### src/hw/rtl/chc_pkg.sv
`default_nettype none

package chc_pkg;

  localparam int NUM_SYMBOLS_DEF = 30;
  localparam int MAX_LEN_DEF     = 16;

  localparam int SYM_W  = 5;
  localparam int LEN_W  = 4;
  localparam int CODE_W = 15;

  typedef enum logic [1:0] {
    ST_LOAD,
    ST_HIST,
    ST_PREF,
    ST_EMIT
  } phase_t;

  // access bundle for the count / next-code table
  typedef struct packed {
    logic              rd_en;
    logic [LEN_W-1:0]  rd_addr;
    logic              wr_en;
    logic [LEN_W-1:0]  wr_addr;
    logic [CODE_W-1:0] wr_data;
    logic              clr;
  } tab_req_t;

endpackage

`default_nettype wire

### src/hw/rtl/chc_in_if.sv
`default_nettype none

interface chc_in_if;
  logic                       valid;
  logic                       ready;
  logic [chc_pkg::SYM_W-1:0]  symbol;
  logic [chc_pkg::LEN_W-1:0]  code_length;
  logic                       last;

  modport source (output valid, output symbol, output code_length, output last, input ready);
  modport sink   (input valid, input symbol, input code_length, input last, output ready);
endinterface

`default_nettype wire

### src/hw/rtl/chc_out_if.sv
`default_nettype none

interface chc_out_if;
  logic                        valid;
  logic                        ready;
  logic [chc_pkg::SYM_W-1:0]   out_symbol;
  logic [chc_pkg::CODE_W-1:0]  code_bits;
  logic [chc_pkg::LEN_W-1:0]   out_length;
  logic                        final_item;

  modport source (output valid, output out_symbol, output code_bits, output out_length,
                  output final_item, input ready);
  modport sink   (input valid, input out_symbol, input code_bits, input out_length,
                  input final_item, output ready);
endinterface

`default_nettype wire

### src/hw/rtl/chc_tab.sv
`default_nettype none

// Per-length table: holds symbol counts, later the next code of each length.
// Entries read as zero until written; clr drops all entries at once.
module chc_tab #(
  parameter int MAX_LEN = chc_pkg::MAX_LEN_DEF
) (
  input  wire logic                        clk,
  input  wire logic                        rst_n,
  input  wire chc_pkg::tab_req_t           req,
  output      logic [chc_pkg::CODE_W-1:0]  rd_data
);

  localparam int LW = $clog2(MAX_LEN);

  logic [chc_pkg::CODE_W-1:0] mem [MAX_LEN];
  logic [MAX_LEN-1:0]         vld_r;
  logic [chc_pkg::CODE_W-1:0] q_r;
  logic                       qv_r;

  always_ff @(posedge clk) begin
    if (!rst_n) begin
      vld_r <= '0;
      qv_r  <= 1'b0;
    end else begin
      if (req.rd_en) begin
        qv_r <= vld_r[req.rd_addr[LW-1:0]];
      end
      if (req.clr) begin
        vld_r <= '0;
      end else if (req.wr_en) begin
        vld_r[req.wr_addr[LW-1:0]] <= 1'b1;
      end
    end
  end

  always_ff @(posedge clk) begin
    if (req.rd_en) begin
      q_r <= mem[req.rd_addr[LW-1:0]];
    end
    if (req.wr_en) begin
      mem[req.wr_addr[LW-1:0]] <= req.wr_data;
    end
  end

  assign rd_data = qv_r ? q_r : '0;

endmodule

`default_nettype wire

### src/hw/rtl/canonical_huffman_code_assign.sv
`default_nettype none

// Canonical Huffman code assignment (DEFLATE rule). Each accepted item whose
// symbol is below NUM_SYMBOLS writes that symbol's code length into the length
// memory. An item with last set starts the build. First comes a histogram sweep
// over the length memory, with one read-modify-write of the count table per
// cycle. Next a prefix pass turns the counts into first codes. Last, an
// emission sweep hands out codes in symbol order, then both memories are
// cleared. The single read port of the count table sets the pace of the
// histogram sweep. No item is accepted during the build. Results come out one
// per symbol, with final_item set on the last.
module canonical_huffman_code_assign #(
  parameter int NUM_SYMBOLS = chc_pkg::NUM_SYMBOLS_DEF,
  parameter int MAX_LEN     = chc_pkg::MAX_LEN_DEF
) (
  input  wire logic  clk,
  input  wire logic  rst_n,
  chc_in_if.sink     in_ch,
  chc_out_if.source  out_ch
);

  localparam int SW    = $clog2(NUM_SYMBOLS);
  localparam int KW    = $clog2(NUM_SYMBOLS + 1);
  localparam int LW    = $clog2(MAX_LEN);
  localparam int LEN_W = chc_pkg::LEN_W;
  localparam int CW    = chc_pkg::CODE_W;

  chc_pkg::phase_t   state_r, state_nxt;
  chc_pkg::tab_req_t tab_req;
  logic [CW-1:0]     tab_q;

  // length memory
  logic [LEN_W-1:0]       st_mem [NUM_SYMBOLS];
  logic [NUM_SYMBOLS-1:0] st_vld_r;
  logic [LEN_W-1:0]       st_q_r;
  logic                   st_qv_r;

  // sweep pipeline
  logic [KW-1:0]    k_r;
  logic             a_v_r, b_v_r;
  logic [SW-1:0]    a_k_r, b_k_r;
  logic [LEN_W-1:0] b_l_r;
  logic             lw_en_r;
  logic [LEN_W-1:0] lw_addr_r;
  logic [CW-1:0]    lw_data_r;

  // prefix pass
  logic [LW-1:0] j_r, p_j_r, p_j_inc;
  logic          p_v_r;
  logic [CW-1:0] code_r, pref_sum, pref_code;

  // result register
  logic             out_valid_r;
  logic [SW-1:0]    out_k_r;
  logic [CW-1:0]    out_code_r;
  logic [LEN_W-1:0] out_len_r;
  logic             out_final_r;

  logic             in_fire, sym_ok, len_ok, ld_en;
  logic [6:0]       sym_ext, out_sym_ext;
  logic [SW-1:0]    ld_idx;
  logic [LEN_W-1:0] ld_len, st_q;
  logic             sweep, adv, issue, sweep_wr, sweep_done, out_load;
  logic             pref_issue, pref_done, phase_chg;
  logic [CW-1:0]    tab_d, tab_inc;

  chc_tab #(.MAX_LEN(MAX_LEN)) u_tab (
    .clk     (clk),
    .rst_n   (rst_n),
    .req     (tab_req),
    .rd_data (tab_q)
  );

  assign in_ch.ready = (state_r == chc_pkg::ST_LOAD);
  assign in_fire     = in_ch.valid && in_ch.ready;
  assign sym_ext     = 7'(in_ch.symbol);
  assign sym_ok      = sym_ext < 7'(NUM_SYMBOLS);
  assign ld_idx      = sym_ext[SW-1:0];
  assign len_ok      = {1'b0, in_ch.code_length} < 5'(MAX_LEN);
  assign ld_len      = len_ok ? in_ch.code_length : '0;
  assign ld_en       = in_fire && sym_ok;

  assign sweep = (state_r == chc_pkg::ST_HIST) || (state_r == chc_pkg::ST_EMIT);
  assign adv   = (state_r == chc_pkg::ST_HIST) ||
                 ((state_r == chc_pkg::ST_EMIT) && (!out_valid_r || out_ch.ready));
  assign issue = sweep && adv && (k_r < KW'(NUM_SYMBOLS));
  assign st_q  = st_qv_r ? st_q_r : '0;

  // the table read was issued on the edge of the previous write; forward it
  assign tab_d      = (lw_en_r && (lw_addr_r == b_l_r)) ? lw_data_r : tab_q;
  assign tab_inc    = tab_d + CW'(1);
  assign sweep_wr   = sweep && adv && b_v_r && (b_l_r != '0);
  assign sweep_done = sweep && !a_v_r && !b_v_r && (k_r == KW'(NUM_SYMBOLS));
  assign out_load   = (state_r == chc_pkg::ST_EMIT) && adv && b_v_r;

  assign pref_issue = (state_r == chc_pkg::ST_PREF) && (j_r < LW'(MAX_LEN - 1));
  assign pref_done  = (state_r == chc_pkg::ST_PREF) && !pref_issue && !p_v_r;
  assign pref_sum   = code_r + tab_q;
  assign pref_code  = {pref_sum[CW-2:0], 1'b0};
  assign p_j_inc    = p_j_r + LW'(1);

  always_comb begin
    tab_req   = '0;
    state_nxt = state_r;
    case (state_r)
      chc_pkg::ST_LOAD: begin
        if (in_fire && in_ch.last) begin
          state_nxt = chc_pkg::ST_HIST;
        end
      end
      chc_pkg::ST_HIST, chc_pkg::ST_EMIT: begin
        tab_req.rd_en   = adv && a_v_r;
        tab_req.rd_addr = st_q;
        tab_req.wr_en   = sweep_wr;
        tab_req.wr_addr = b_l_r;
        tab_req.wr_data = tab_inc;
        if (sweep_done) begin
          if (state_r == chc_pkg::ST_HIST) begin
            state_nxt = chc_pkg::ST_PREF;
          end else begin
            tab_req.clr = 1'b1;
            state_nxt   = chc_pkg::ST_LOAD;
          end
        end
      end
      chc_pkg::ST_PREF: begin
        tab_req.rd_en   = pref_issue;
        tab_req.rd_addr = LEN_W'(j_r);
        tab_req.wr_en   = p_v_r;
        tab_req.wr_addr = LEN_W'(p_j_inc);
        tab_req.wr_data = pref_code;
        if (pref_done) begin
          state_nxt = chc_pkg::ST_EMIT;
        end
      end
      default: begin
        state_nxt = chc_pkg::ST_LOAD;
      end
    endcase
  end

  assign phase_chg = (state_nxt != state_r);

  always_ff @(posedge clk) begin
    if (!rst_n) begin
      state_r     <= chc_pkg::ST_LOAD;
      st_vld_r    <= '0;
      st_qv_r     <= 1'b0;
      k_r         <= '0;
      a_v_r       <= 1'b0;
      b_v_r       <= 1'b0;
      lw_en_r     <= 1'b0;
      j_r         <= '0;
      p_v_r       <= 1'b0;
      out_valid_r <= 1'b0;
    end else begin
      state_r <= state_nxt;

      if (tab_req.clr) begin
        st_vld_r <= '0;
      end else if (ld_en) begin
        st_vld_r[ld_idx] <= 1'b1;
      end
      if (issue) begin
        st_qv_r <= st_vld_r[k_r[SW-1:0]];
      end

      if (phase_chg) begin
        k_r     <= '0;
        a_v_r   <= 1'b0;
        b_v_r   <= 1'b0;
        lw_en_r <= 1'b0;
        j_r     <= '0;
        p_v_r   <= 1'b0;
      end else begin
        if (issue) begin
          k_r <= k_r + KW'(1);
        end
        if (sweep && adv) begin
          a_v_r   <= issue;
          b_v_r   <= a_v_r;
          lw_en_r <= sweep_wr;
        end
        if (pref_issue) begin
          j_r <= j_r + LW'(1);
        end
        p_v_r <= pref_issue;
      end

      if (out_load) begin
        out_valid_r <= 1'b1;
      end else if (out_ch.ready) begin
        out_valid_r <= 1'b0;
      end
    end
  end

  always_ff @(posedge clk) begin
    if (ld_en) begin
      st_mem[ld_idx] <= ld_len;
    end
    if (issue) begin
      st_q_r <= st_mem[k_r[SW-1:0]];
      a_k_r  <= k_r[SW-1:0];
    end
    if (sweep && adv) begin
      b_k_r     <= a_k_r;
      b_l_r     <= st_q;
      lw_addr_r <= b_l_r;
      lw_data_r <= tab_inc;
    end
    if (phase_chg) begin
      code_r <= '0;
    end else if (p_v_r) begin
      code_r <= pref_code;
    end
    p_j_r <= j_r;
    if (out_load) begin
      out_k_r     <= b_k_r;
      out_code_r  <= (b_l_r != '0) ? tab_d : '0;
      out_len_r   <= b_l_r;
      out_final_r <= (b_k_r == SW'(NUM_SYMBOLS - 1));
    end
  end

  assign out_sym_ext       = 7'(out_k_r);
  assign out_ch.valid      = out_valid_r;
  assign out_ch.out_symbol = out_sym_ext[chc_pkg::SYM_W-1:0];
  assign out_ch.code_bits  = out_code_r;
  assign out_ch.out_length = out_len_r;
  assign out_ch.final_item = out_final_r;

  a_load_idle: assert property (@(posedge clk) disable iff (!rst_n)
    (state_r == chc_pkg::ST_LOAD) |-> (!a_v_r && !b_v_r && !p_v_r))
    else $error("build pipeline busy while loading");

  a_no_overrun: assert property (@(posedge clk) disable iff (!rst_n)
    out_load |-> (!out_valid_r || out_ch.ready))
    else $error("result register overwritten");

  a_last_starts: assert property (@(posedge clk) disable iff (!rst_n)
    (in_fire && in_ch.last) |=> (state_r == chc_pkg::ST_HIST))
    else $error("last item did not start the build");

  a_final_ends: assert property (@(posedge clk) disable iff (!rst_n)
    (out_load && (b_k_r == SW'(NUM_SYMBOLS - 1))) |=> (state_r == chc_pkg::ST_EMIT))
    else $error("emission left before the final item");

endmodule

`default_nettype wire
### src/flat_wrapper.sv
// flat-port wrapper written by rule: the top's interface ports become plain ports
module canonical_huffman_code_assign_flat 
#(
  parameter int NUM_SYMBOLS = chc_pkg::NUM_SYMBOLS_DEF,
  parameter int MAX_LEN     = chc_pkg::MAX_LEN_DEF
)
  (clk, rst_n, in_ch_valid, in_ch_symbol, in_ch_code_length, in_ch_last, in_ch_ready, out_ch_valid, out_ch_out_symbol, out_ch_code_bits, out_ch_out_length, out_ch_final_item, out_ch_ready);
  chc_in_if in_ch_i ();
  chc_out_if out_ch_i ();
  input  wire logic clk;
  input  wire logic rst_n;
  input wire logic [$bits(in_ch_i.valid)-1:0] in_ch_valid;
  input wire logic [$bits(in_ch_i.symbol)-1:0] in_ch_symbol;
  input wire logic [$bits(in_ch_i.code_length)-1:0] in_ch_code_length;
  input wire logic [$bits(in_ch_i.last)-1:0] in_ch_last;
  output wire logic [$bits(in_ch_i.ready)-1:0] in_ch_ready;
  output wire logic [$bits(out_ch_i.valid)-1:0] out_ch_valid;
  output wire logic [$bits(out_ch_i.out_symbol)-1:0] out_ch_out_symbol;
  output wire logic [$bits(out_ch_i.code_bits)-1:0] out_ch_code_bits;
  output wire logic [$bits(out_ch_i.out_length)-1:0] out_ch_out_length;
  output wire logic [$bits(out_ch_i.final_item)-1:0] out_ch_final_item;
  input wire logic [$bits(out_ch_i.ready)-1:0] out_ch_ready;
  assign in_ch_i.valid = in_ch_valid;
  assign in_ch_i.symbol = in_ch_symbol;
  assign in_ch_i.code_length = in_ch_code_length;
  assign in_ch_i.last = in_ch_last;
  assign in_ch_ready = in_ch_i.ready;
  assign out_ch_valid = out_ch_i.valid;
  assign out_ch_out_symbol = out_ch_i.out_symbol;
  assign out_ch_code_bits = out_ch_i.code_bits;
  assign out_ch_out_length = out_ch_i.out_length;
  assign out_ch_final_item = out_ch_i.final_item;
  assign out_ch_i.ready = out_ch_ready;
  canonical_huffman_code_assign #(.NUM_SYMBOLS(NUM_SYMBOLS), .MAX_LEN(MAX_LEN)) u_core (.clk(clk), .rst_n(rst_n), .in_ch(in_ch_i), .out_ch(out_ch_i));
endmodule
### config.mk
export PLATFORM = sky130hd
export DESIGN_NAME = canonical_huffman_code_assign_flat
export DESIGN_NICKNAME = d
export VERILOG_FILES = /design/src/hw/rtl/chc_pkg.sv /design/src/hw/rtl/chc_in_if.sv /design/src/hw/rtl/chc_out_if.sv /design/src/hw/rtl/chc_tab.sv /design/src/hw/rtl/canonical_huffman_code_assign.sv /design/src/flat_wrapper.sv
export SDC_FILE = /design/constraint.sdc
export NUM_CORES = 1
export LEC_CHECK = 0
export BUFFER_PORTS_ARGS = -buffer_cell sky130_fd_sc_hd__buf_2
export CORE_MARGIN = 5
export CORE_UTILIZATION = 40
export CTS_CLUSTER_SIZE = 8
export DETAILED_ROUTE_END_ITERATION = 8
export HOLD_SLACK_MARGIN = 0.05
export PLACE_DENSITY = 0.52
export RECOVER_POWER = 100
export SLEW_MARGIN = 20
export SYNTH_ARGS = -nofsm -noshare
export SYNTH_HDL_FRONTEND = slang
export SYNTH_SLANG_ARGS = --single-unit
### constraint.sdc
create_clock -name clk -period 6.5 [get_ports clk]
set_clock_uncertainty 0.15 [all_clocks]
set_input_delay 0.975 -clock clk [delete_from_list [all_inputs] [get_ports clk]]
set_output_delay 0.975 -clock clk [all_outputs]
set_load 0.005 [all_outputs]
==> metrics.md <==
| Metric | Value |
|---|---|
| Met2 Use GR | `slightly above 30%` |
| Syn-to-layout area delta | `14.0%` |
| Pre-Repair DR Iteration Count | `5` |
| Clock buffer depth | `3` |
| Post-synth EDFFs | `437` |
| P_leak | `7.52 nW` |
| Asr flop ratio synth | `0%` |
| CP Capture Type | `flip-flop` |
| HP Class | `flip-flop to flip-flop` |
| Final GP Congestion | `just over 0.8` |
| Met1 usage | `between 20 and 25%` |
| Multi-input logic area | `about 6300 µm²` |
| Sequential area share after synthesis | `~69%` |
| H-tree depth | `3` |
| Grt peak-use layer | `met2` |
| Layout net count | `1641` |
| # fillers | `around 4800` |
| Synth top cells by count | `437 x edfxtp_1, 196 x nand2_1, 113 x nor2_1, 88 x a211oi_1, 81 x dfxtp_1` |
| Worst rel slew slack | `-79.4%` |
| Worst-Margin Slew | `2.69 ns` |
| Post-synth top area share | `about three fifths` |
| Maximum vdd drop | `roughly 210 µV` |
| Vias in the first global route | `about 13000` |
| Final Cell Area | `24500 µm²` |
| Routed WL per cell | `between 20 and 25 µm` |
| Hold buffers post-CTS | `0` |
| WS Path Type | `flip-flop to flip-flop` |
| Die X | `242 µm` |
| Sequential share of power | `approximately half` |
| Synth warn | `0` |
| CTS tree | `done` |
| Vias per cell | `5.46` |
| RSZ-0062 raised after global routing | `no` |
| Failing checks | `max-capacitance violations, max-slew violations` |
| Final WL | `slightly above 50000 µm` |
| Starting Density | `40.6%` |
| Synth Flop Type | `edfxtp_1` |
| Internal power | `a little under 6 mW` |
| Drt first-iter violations | `a little over 900` |
| Net Sw Frac | `between 20% and 30%` |
| Comb power frac | `under 10%` |
| Largest cells by area after synthesis | `edfxtp_1 61%, dfxtp_1 7.6%, mux4_2 4.6%` |
| Netlist cell types | `66` |
| Vias post-DR | `about 13000` |
| Setup_tns | `0 ns` |
| Worst EP arrival | `~5.2 ns` |
| Critical Path Start Type | `flip-flop` |
| Mean cell area of the mapped netlist | `around 14 µm²` |
| Max-cap violations | `11` |
| FP Rows | `84` |
| GRT Overall Usage | `17.4%` |
| Pwr dens | `~300 nW/µm²` |
| Reg area | `14700 µm²` |
| Core area | `52900 µm²` |
| Total power | `approximately 7.3 mW` |
| Placed cell area | `around 23000 µm²` |
| CTS buffer count | `74` |
| Skew-Pair Late Insertion Delay | `around 0.60 ns` |
| Critical path fanouts, max | `35` |
| Fin crit share | `79.1%` |
| Clock power share | `~48%` |
| Clk sinks | `~520` |
| Overflow after GRT | `0` |
| Hold Fails Final Rpt | `0` |
| Synth Register Bits | `518` |
| Number of buffers added for setup after CTS | `0` |
| Antenna viol nets, final | `0` |
| Top-count cell post-synth | `edfxtp_1` |
| Sw Pwr | `about 1.5 mW` |
| Post-synthesis cell count | `approximately 1600` |
| M3 GR Usage | `under 10%` |
| Antenna violations before repair | `0` |
| Num ports | `approximately 40` |
| Reg clk slew, reported paths | `approximately 0.050 ns` |
| Port bufs | `40` |
| Outcome | `finished, violations left` |
| Mapped Area | `approximately 21000 µm²` |
| First-pass GRT wire length | `between 70000 and 80000 µm` |
| Syn_nets | `1583` |
| Post-route DRC | `0` |
| Largest net degree at the start of global routing | `129` |
| DIE AREA | `just under 60000 µm²` |
| Max-slew violations | `roughly 330` |
| Setup violations, final | `0` |
| DP HPWL | `around 30000 µm` |
| Worst Path Required | `6.55 ns` |
| CTS root buf | `clkbuf_16` |
| Layout cell share with drive strength beyond 1 | `between 10% and 20%` |
| Cell taking the most area after synthesis | `edfxtp_1` |
| Die Ht | `roughly 240 µm` |
| Post-layout min period | `5.14 ns` |
| Max frequency | `slightly below 0.2 GHz` |
| Post-CTS Resized | `0` |
-- cells in the final DEF (no fill, tap or decap), types with 13 or more instances in the layout --
master	n
a311oi_1	32
mux4_2	44
xnor2_1	26
a211oi_1	88
nand3_1	26
clkbuf_1	95
inv_1	22
and2_1	69
edfxtp_1	437
o21a_1	48
o21ai_0	22
nand2_1	197
xor2_1	16
buf_2	20
dfxtp_1	80
a21oi_1	65
mux2i_1	13
nor2_1	103
clkbuf_16	74
a31oi_1	38
-- registers in the layout, indices dropped and copies added, names as in the netlist, 2 cells and up --
register and count:
u_core.a_k_r 5, u_core.b_k_r 5, u_core.b_l_r 4, u_core.code_r 13, u_core.j_r 4, u_core.k_r 5
u_core.lw_addr_r 4, u_core.lw_data_r 15, u_core.out_ch.code_bits 15, u_core.out_ch.out_length 4, u_core.out_ch.out_symbol 5, u_core.p_j_r 4
u_core.st_mem 120, u_core.st_q_r 4, u_core.st_vld_r 30, u_core.state_r 2, u_core.u_tab.mem 240, u_core.u_tab.q_r 15
u_core.u_tab.vld_r 16
-- critical path, stage by stage (launching register included) --
cell and delay [ns]:
dfxtp_1 0.53, clkbuf_1 1.25, nand2_1 0.44, inv_1 0.19
nand3b_1 0.17, a21oi_1 0.15, and2_0 0.16, nand2_1 0.15
nor2_1 0.75, clkbuf_1 0.78
-- kinds of logic after synthesis --
logic type | Yosys count | share of synthesized area [%]
buf+inv | 121 | 2.28
fa+ha+maj | 15 | 0.869
simple gates | 464 | 9.96
xor+xnor | 42 | 1.72
flops | 518 | 68.7
mux | 66 | 5.72
compound gates | 332 | 10.7
-- metal layers --
| metal | vias up | share of wire [%] |
|---|---|---|
| met3 | 81 | 3.7 |
| met4 | 0 | 2.4 |
| met2 | 251 | 50 |
| met1 | 6499 | 44 |
| met5 | - | 0 |
| li1 | 6031 | - |
-- worst paths after layout --
kind                           from                     end  slack [ns]  cells past startpoint
hold reg to reg       u_core.j_r[1]         u_core.p_j_r[1]        0.27                      0
setup / recovery  u_core.state_r[0]  u_core.u_tab.mem[5][7]        1.36                      9
hold / removal        u_core.j_r[1]         u_core.p_j_r[1]        0.27                      0
setup reg to reg  u_core.state_r[0]  u_core.u_tab.mem[5][7]        1.36                      9
-- power by group through the flow --
stage                     combinational, mW  sequential (mW)  clock, mW
final                                 0.152             3.62       3.50
after CTS                             0.157             3.62       3.59
after detailed placement              0.156             3.68          0
after global routing                  0.166             3.62       3.73
after floorplan                       0.101             3.67          0
after global placement                0.155             3.68          0
-- area by class of cell --
class	count	area share (%)
Antenna cell	1	0.0102
Clock buffer	120	8.28
Clock inverter	7	0.322
Inverter	23	0.353
Multi-Input combinational cell	919	25.7
Sequential cell	518	60.3
Tap cell	688	3.52
Timing Repair Buffer	80	1.54
-- through the flow --
| stage | worst slack (ns) | cells | util, % | hold slack [ns] |
|---|---|---|---|---|
| 6_report | 1.36 | 2356 | 46.3 | 0.267 |
| 3_5_place_dp | 2.13 | 2228 | 42.6 | 0.255 |
| 4_1_cts | 2.11 | 2355 | 46.6 | 0.266 |
| 2_1_floorplan | 2.37 | 1558 | - | 0.230 |
| 3_3_place_gp | 2.28 | 2228 | 42.6 | 0.256 |
| 5_1_grt | 0.957 | 2355 | 46.3 | 0.273 |
(Power assumes the default switching activity.)
